==> src/rtl/core/ppu_pkg.sv <==
//------------------------------------------------------------------------------
// ppu_pkg
// Shared types, command codes and the sine table of the particle pool.
//------------------------------------------------------------------------------
`default_nettype none

package ppu_pkg;

  localparam int unsigned Slots     = 64;
  localparam int unsigned SlotW     = 6;
  localparam int unsigned AngleBits = 10;
  localparam int unsigned QuarterN  = 1 << (AngleBits - 2);

  typedef enum logic [1:0] {
    CMD_SPAWN = 2'd0,
    CMD_TICK  = 2'd1,
    CMD_ALPHA = 2'd2,
    CMD_NONE  = 2'd3
  } cmd_e;

  typedef enum logic [1:0] {
    REG_DAMP   = 2'd0,
    REG_WINDOW = 2'd1,
    REG_STEP   = 2'd2,
    REG_NONE   = 2'd3
  } reg_e;

  typedef logic signed [23:0] q24_t;

  // Quarter-wave sine in Q1.14 of quarter index q, from an integer Taylor
  // series in Q30. Evaluated at elaboration to fill the sine table.
  function automatic logic [14:0] sin_quarter(input int unsigned q);
    longint unsigned x, t;
    longint          sum;
    x   = (64'(q) * 64'd1686629713) >> (AngleBits - 2);
    t   = x;
    sum = longint'(x);
    for (int k = 1; k <= 6; k++) begin
      t = (t * x) >> 30;
      t = (t * x) >> 30;
      t = t / 64'((2 * k) * (2 * k + 1));
      if (k[0]) sum = sum - longint'(t);
      else sum = sum + longint'(t);
    end
    if (sum < 0) sum = 0;
    sum = (sum + 64'sd32768) >>> 16;
    if (sum > 64'sd16384) sum = 64'sd16384;
    return 15'(sum);
  endfunction

  function automatic q24_t sat24(input logic signed [41:0] v);
    if (v > 42'sd8388607) return 24'sh7FFFFF;
    if (v < -42'sd8388608) return 24'sh800000;
    return v[23:0];
  endfunction

endpackage

`default_nettype wire

==> src/rtl/core/ppu_mac.sv <==
//------------------------------------------------------------------------------
// ppu_mac
// Shared multiplier: registered 24 x 17 signed product with rounding shift.
//------------------------------------------------------------------------------
`default_nettype none

module ppu_mac (
  input  wire                 clk_i,
  input  wire  signed [23:0]  a_i,
  input  wire  signed [16:0]  b_i,
  input  wire                 shift16_i,
  output logic signed [41:0]  rnd_o
);
  import ppu_pkg::*;

  logic signed [40:0] prod_q;
  logic               s16_q;

  // One product per cycle, registered before rounding.
  always_ff @(posedge clk_i) begin
    prod_q <= a_i * b_i;
    s16_q  <= shift16_i;
  end

  // Round half up back to Q16.8.
  always_comb begin
    if (s16_q) rnd_o = (42'(prod_q) + 42'sd32768) >>> 16;
    else       rnd_o = (42'(prod_q) + 42'sd8192) >>> 14;
  end

endmodule

`default_nettype wire

==> config.mk <==
export PLATFORM = sky130hd
export DESIGN_NAME = ppu_mac
export DESIGN_NICKNAME = d
export VERILOG_FILES = /design/src/rtl/core/ppu_pkg.sv /design/src/rtl/core/ppu_mac.sv
export SDC_FILE = /design/constraint.sdc
export NUM_CORES = 1
export LEC_CHECK = 0
export BUFFER_PORTS_ARGS = -buffer_cell sky130_fd_sc_hd__buf_4
export CAP_MARGIN = 10
export CORE_ASPECT_RATIO = 0.9
export CORE_MARGIN = 1
export CORE_UTILIZATION = 65
export CTS_BUF_LIST = sky130_fd_sc_hd__clkbuf_8
export CTS_CLUSTER_DIAMETER = 80
export CTS_CLUSTER_SIZE = 20
export DETAILED_ROUTE_END_ITERATION = 7
export GPL_ROUTABILITY_DRIVEN = 0
export PLACE_DENSITY = 0.84
export SYNTH_ARGS = -nofsm -noshare
export SYNTH_HDL_FRONTEND = slang
export SYNTH_SLANG_ARGS = --single-unit
export TNS_END_PERCENT = 50
==> constraint.sdc <==
create_clock -name clk_i -period 19.8 [get_ports clk_i]
set_input_delay 3.96 -clock clk_i [delete_from_list [all_inputs] [get_ports clk_i]]
set_output_delay 3.96 -clock clk_i [all_outputs]
set_load 0.1 [all_outputs]
==> impl_metrics.py, run 1 <==
metrics = {
    "synthesis": {
        "ys_seq_area_share_pct": 3.61,
        "synth_area_um2": 16100,
        "ys_seq_elements": 29,
        "synth.top_cell.area_share_pct": 49.8,
        "yosysMostFrequentCell": "fa_1",
        "yosys.area.top_type": "fa_1",
        "yosys_warnings": 0,
        "avgSynthCellArea_um2": 8.91,
        "synth.distinct_cells": 62,
        "synth_edf_count": 0,
        "netlist_top_cells_count": "fa_1, inv_1, nand2_1",
        "synthTopCellsByArea": "fa_1, inv_1, ha_1",
        "ys.flop_type": "dfxtp_1",
        "syn_inst": 1805,
        "synth_fp_nets": 2345,
        "async_flop_share_pct": 0,
    },
    "timing": {
        "setup_tns_ns": 0,
        "rsz0062_at_grt": "false",
        "hold_viol": 0,
        "fin_crit_sh_pct": 48.9,
        "worstMarginPinSlew_ns": 0.829,
        "layout_setup_ws_ns": 10.12,
        "setup-violations-final": 0,
        "drv_slew": 0,
        "fmax_mhz": 103,
        "slew_headroom_pct": 44.6,
        "fin_crit_ns": 9.68,
    },
    "detailed_routing": {
        "drtIter0Drc": 848,
        "ant_nets": 0,
        "vias": 12298,
        "wl_per_cell_um": 18.9,
        "drtPass1Iterations": 5,
        "drc": 0,
        "wirelength_mm": 39.9,
        "vias_per_cell": 5.81,
    },
    "clock_tree": {
        "cts_made_buffers": 5,
        "cts_setup_buffers": 0,
        "cts.hold.buffers_added": 0,
        "tritoncts": "done",
        "h-tree-depth": 2,
        "clockBufferDepth": 2,
        "cts_resized": 0,
        "clk_pin_slew_ns": 0.06,
        "clock-sinks": 29,
        "cts_root_buf": "clkbuf_8",
    },
    "die": {
        "core_area_um2": 24300,
        "die-area_um2": 25400,
        "rows": 54,
        "die_h_um": 151,
        "die_w_um": 168,
        "num_io_pins": 85,
        "initial_core_util_pct": 66.3,
    },
    "place": {
        "dpl.cell_count": 2107,
        "placed_area_um2": 16700,
        "dpl.hpwl_mm": 31.5,
        "dp_slack_ns": 9.86,
        "numPortBuffers": 84,
    },
    "critical_path": {
        "cp_top_family": "adder cells",
        "crit_path_end": "prod_q[38]",
        "worstSetupPathDepth": 20,
        "worst-path-max-fanout": 20,
        "slowest_stage": "inv_1",
        "cp.arrival_ns": 9.85,
        "max_stage_delay_ns": 0.59,
        "worstPathCellList": "buf_4 > inv_1 > nor2_1 > fa_1 > fa_1 > fa_1 > fa_1 > fa_1 > inv_1 > fa_1 > inv_1 > ha_1 > and3_1 > and4_1 > nand2_1 > a2bb2oi_2 > o21ai_4 > a21oi_2 > or2_1 > o311a_1",
        "worstSetupPathType": "primary input to flop",
        "crit_buf_inv": 4,
        "worstSetupStartpoint": "b_i[16]",
        "cp.required_ns": 19.97,
        "start_kind": "primary input",
        "critPathCaptureType": "flop",
        "crit_top_cell": "fa_1",
    },
    "global_route": {
        "antenna_found_initial": 0,
        "grt_max_degree": 69,
        "grt_pass1_vias": 13332,
        "grt-ovfl-total": 0,
        "grt_pass1_wl_mm": 65.9,
        "grt_usage_pct": 33.9,
    },
    "final_layout": {
        "syn2layout_area_growth_pct": 4.61,
        "nNetsFinal": 2346,
        "nFillCells": 1831,
        "layout-drive-gt1-share_pct": 6.31,
        "final_cells": 2115,
        "num_antenna_cells": 0,
        "final_cell_area_um2": 16800,
    },
    "run": {
        "drv_cap": 0,
    },
    "hold_path": {
        "min_path_cells": 1,
        "hp-class": "primary input to flop",
    },
    "outcome": {
        "status": "completed",
    },
}
==> state kept, by name, summed over array words and instances, names as in the netlist <==
signal / flops
s16_q: 1
prod_q: 28
==> per-layer routing <==
layer  routed length, um  part of all wire (%)  vias to the layer above  GRT usage (%)
met3                3830                   9.6                      164           6.35
met5                   0                     0                        -              0
met1               14400                    36                     6144           41.7
met4                1980                   5.0                        0           15.0
li1                    -                     -                     5328              -
met2               19600                    49                      662           58.9
==> how the worst min path moves through the flow <==
stage          startpoint    end  slack (ns)
4_1_cts         shift16_i  s16_q        3.79
3_5_place_dp    shift16_i  s16_q        4.07
6_report        shift16_i  s16_q        3.79
3_3_place_gp    shift16_i  s16_q        4.06
2_1_floorplan   shift16_i  s16_q        3.99
5_1_grt         shift16_i  s16_q        3.78
==> area by class of cell <==
type	instances	area (um^2)	share of cell area [%]
clock buffers	6	82.6	0.491
clock inverters	2	33.8	0.201
inverters	395	1480	8.81
multi-input cells	1290	13600	81.0
flip-flops and latches	29	582	3.46
well taps	308	385	2.29
repair buffers	85	638	3.79
==> cell usage in the layout (no fill, tap or decap), types with 26 or more instances in the layout <==
| master | Yosys | final |
|---|---|---|
| xor2_1 | 26 | 26 |
| a21oi_1 | 43 | 43 |
| ha_1 | 97 | 97 |
| dfxtp_1 | 29 | 28 |
| nor2_1 | 61 | 61 |
| inv_1 | 395 | 396 |
| fa_1 | 400 | 400 |
| and2_1 | 169 | 169 |
| xnor2_1 | 46 | 46 |
| buf_4 | 14 | 85 |
| nand2_1 | 263 | 263 |
==> cell families after synthesis <==
logic type | Yosys count | share of synthesized area [%]
buffers and inverters | 486 | 11.7
adder cells (fa/ha/maj) | 497 | 57.3
multiplexers | 4 | 0.257
AND/OR/NAND/NOR | 587 | 17.8
AO/OA/AOI/OAI | 130 | 5.37
flip-flops | 29 | 3.61
XOR/XNOR | 72 | 3.92
==> per-stage QoR <==
stage	util, %	hold slack [ns]
after global placement	68.9	4.06
after floorplan	-	3.99
after global routing	69.3	3.78
after detailed placement	68.9	4.07
final	69.3	3.79
after CTS	69.3	3.79
Power of run 1 is not shown: default switching activity piles up to over one toggle a cycle in this logic, so the estimate is an artifact.
==> run 2, diff against run 1 <==
==> constraint.sdc (replaced) <==
create_clock -name clk_i -period 9.8 [get_ports clk_i]
set_input_delay 1.96 -clock clk_i [delete_from_list [all_inputs] [get_ports clk_i]]
set_output_delay 1.96 -clock clk_i [all_outputs]
set_load 0.1 [all_outputs]
==> impl_metrics.py, run 2 (synthesis results as in run 1) <==
metrics = {
    "outcome": {
        "status": "completed",
    },
    "place": {
        "dpl.hpwl_mm": 31.6,
        "dp_slack_ns": 1.89,
        "numPortBuffers": 84,
        "dpl.cell_count": 2107,
    },
    "timing": {
        "setup-violations-final": 0,
        "slew_headroom_pct": 44.6,
        "fin_crit_ns": 7.66,
        "hold_viol": 0,
        "fin_crit_sh_pct": 78.1,
        "layout_setup_ws_ns": 2.14,
        "rsz0062_at_grt": "false",
        "fmax_mhz": 131,
        "drv_slew": 0,
        "worstMarginPinSlew_ns": 0.829,
        "setup_tns_ns": 0,
    },
    "final_layout": {
        "layout-drive-gt1-share_pct": 6.36,
        "syn2layout_area_growth_pct": 4.43,
        "num_antenna_cells": 0,
        "max_flop_register": "prod_q",
        "largest_reg_flops": 28,
        "final_common_cell": "fa_1",
        "layout.cells.most_common_list": "fa_1, inv_1, nand2_1, and2_1, ha_1",
        "nNetsFinal": 2346,
        "final_cells": 2115,
        "largestRegisters": "prod_q (28), s16_q (1)",
        "nFillCells": 1816,
    },
    "die": {
        "num_io_pins": 85,
        "core_area_um2": 24300,
        "die-area_um2": 25400,
        "initial_core_util_pct": 66.3,
        "die_w_um": 168,
        "die_h_um": 151,
        "rows": 54,
    },
    "global_route": {
        "grt_max_degree": 69,
        "antenna_found_initial": 0,
        "grt_usage_pct": 34.1,
        "grt_pass1_vias": 13350,
        "grt-ovfl-total": 0,
        "grt_pass1_wl_mm": 66.4,
    },
    "detailed_routing": {
        "vias": 12351,
        "drc": 0,
        "wirelength_mm": 39.9,
        "drtIter0Drc": 839,
        "ant_nets": 0,
        "drtPass1Iterations": 5,
        "wl_per_cell_um": 18.9,
        "vias_per_cell": 5.84,
    },
    "hold_path": {
        "min_path_cells": 1,
        "hp-start": "shift16_i",
        "hold_end": "s16_q",
        "hp-class": "primary input to flop",
    },
    "clock_tree": {
        "tritoncts": "done",
        "cts.hold.buffers_added": 0,
        "cts_root_buf": "clkbuf_8",
        "clk_pin_slew_ns": 0.06,
        "clock-sinks": 29,
        "clockBufferDepth": 2,
        "cts_made_buffers": 5,
        "cts_setup_buffers": 0,
        "cts_resized": 0,
        "h-tree-depth": 2,
    },
    "critical_path": {
        "cp_top_family": "adder cells",
        "start_kind": "primary input",
        "critPathCaptureType": "flop",
        "worst-path-max-fanout": 20,
        "worstSetupPathType": "primary input to flop",
        "cp.required_ns": 9.98,
        "crit_buf_inv": 4,
        "worstPathCellList": "buf_4 > inv_1 > nor2_1 > fa_1 > fa_1 > fa_1 > fa_1 > fa_1 > inv_1 > fa_1 > inv_1 > ha_1 > and3_1 > and4_1 > nand2_1 > a2bb2oi_2 > o21ai_4 > a21oi_2 > or2_1 > o311a_1",
        "max_stage_delay_ns": 0.58,
        "crit_top_cell": "fa_1",
        "slowest_stage": "inv_1",
        "cp.arrival_ns": 7.84,
    },
    "run": {
        "drv_cap": 0,
    },
}
run 2: changes by cell type in the layout (fill, tap and decap cells not counted):
cell        delta
clkinvlp_4     +1
bufinv_16      -1
inv_1          -1
clkinv_2       +2
clkbuf_8       -1
run 2: how the worst max path moves through the flow:
stage | depth (start not counted) | endpoint | startpoint
2_1_floorplan | 22 | prod_q[38] | a_i[14]
3_5_place_dp | 20 | prod_q[38] | b_i[16]
3_3_place_gp | 20 | prod_q[38] | b_i[16]
5_1_grt | 20 | prod_q[38] | b_i[16]
4_1_cts | 20 | prod_q[38] | b_i[16]
6_report | 20 | prod_q[38] | b_i[16]
run 2: layout make-up:
type	count	area, um^2	area share, %
clock buffer	5	68.8	0.410
timing repair buffer	85	638	3.80
clock inverter	3	17.5	0.104
tap	308	385	2.30
sequential	29	582	3.46
multi-input combinational	1290	13600	81.1
inverter	395	1480	8.83
run 2: routing by layer:
layer / share of wire (%) / wire length [um] / global-route usage (%)
met5: 0 / 0 / 0
met4: 5.8 / 2300 / 17.5
met3: 10 / 4000 / 6.40
met2: 48 / 19300 / 58.1
met1: 36 / 14300 / 42.0
run 2: metrics by stage:
stage | hold slack (ns) | instance area (um^2) | utilization, %
2_1_floorplan | 1.99 | 16100 | -
3_3_place_gp | 2.06 | 16700 | 68.9
3_5_place_dp | 2.07 | 16700 | 68.9
4_1_cts | 1.78 | 16800 | 69.2
5_1_grt | 1.77 | 16800 | 69.2
6_report | 1.78 | 16800 | 69.2
Power of run 2 is left out for the same reason.
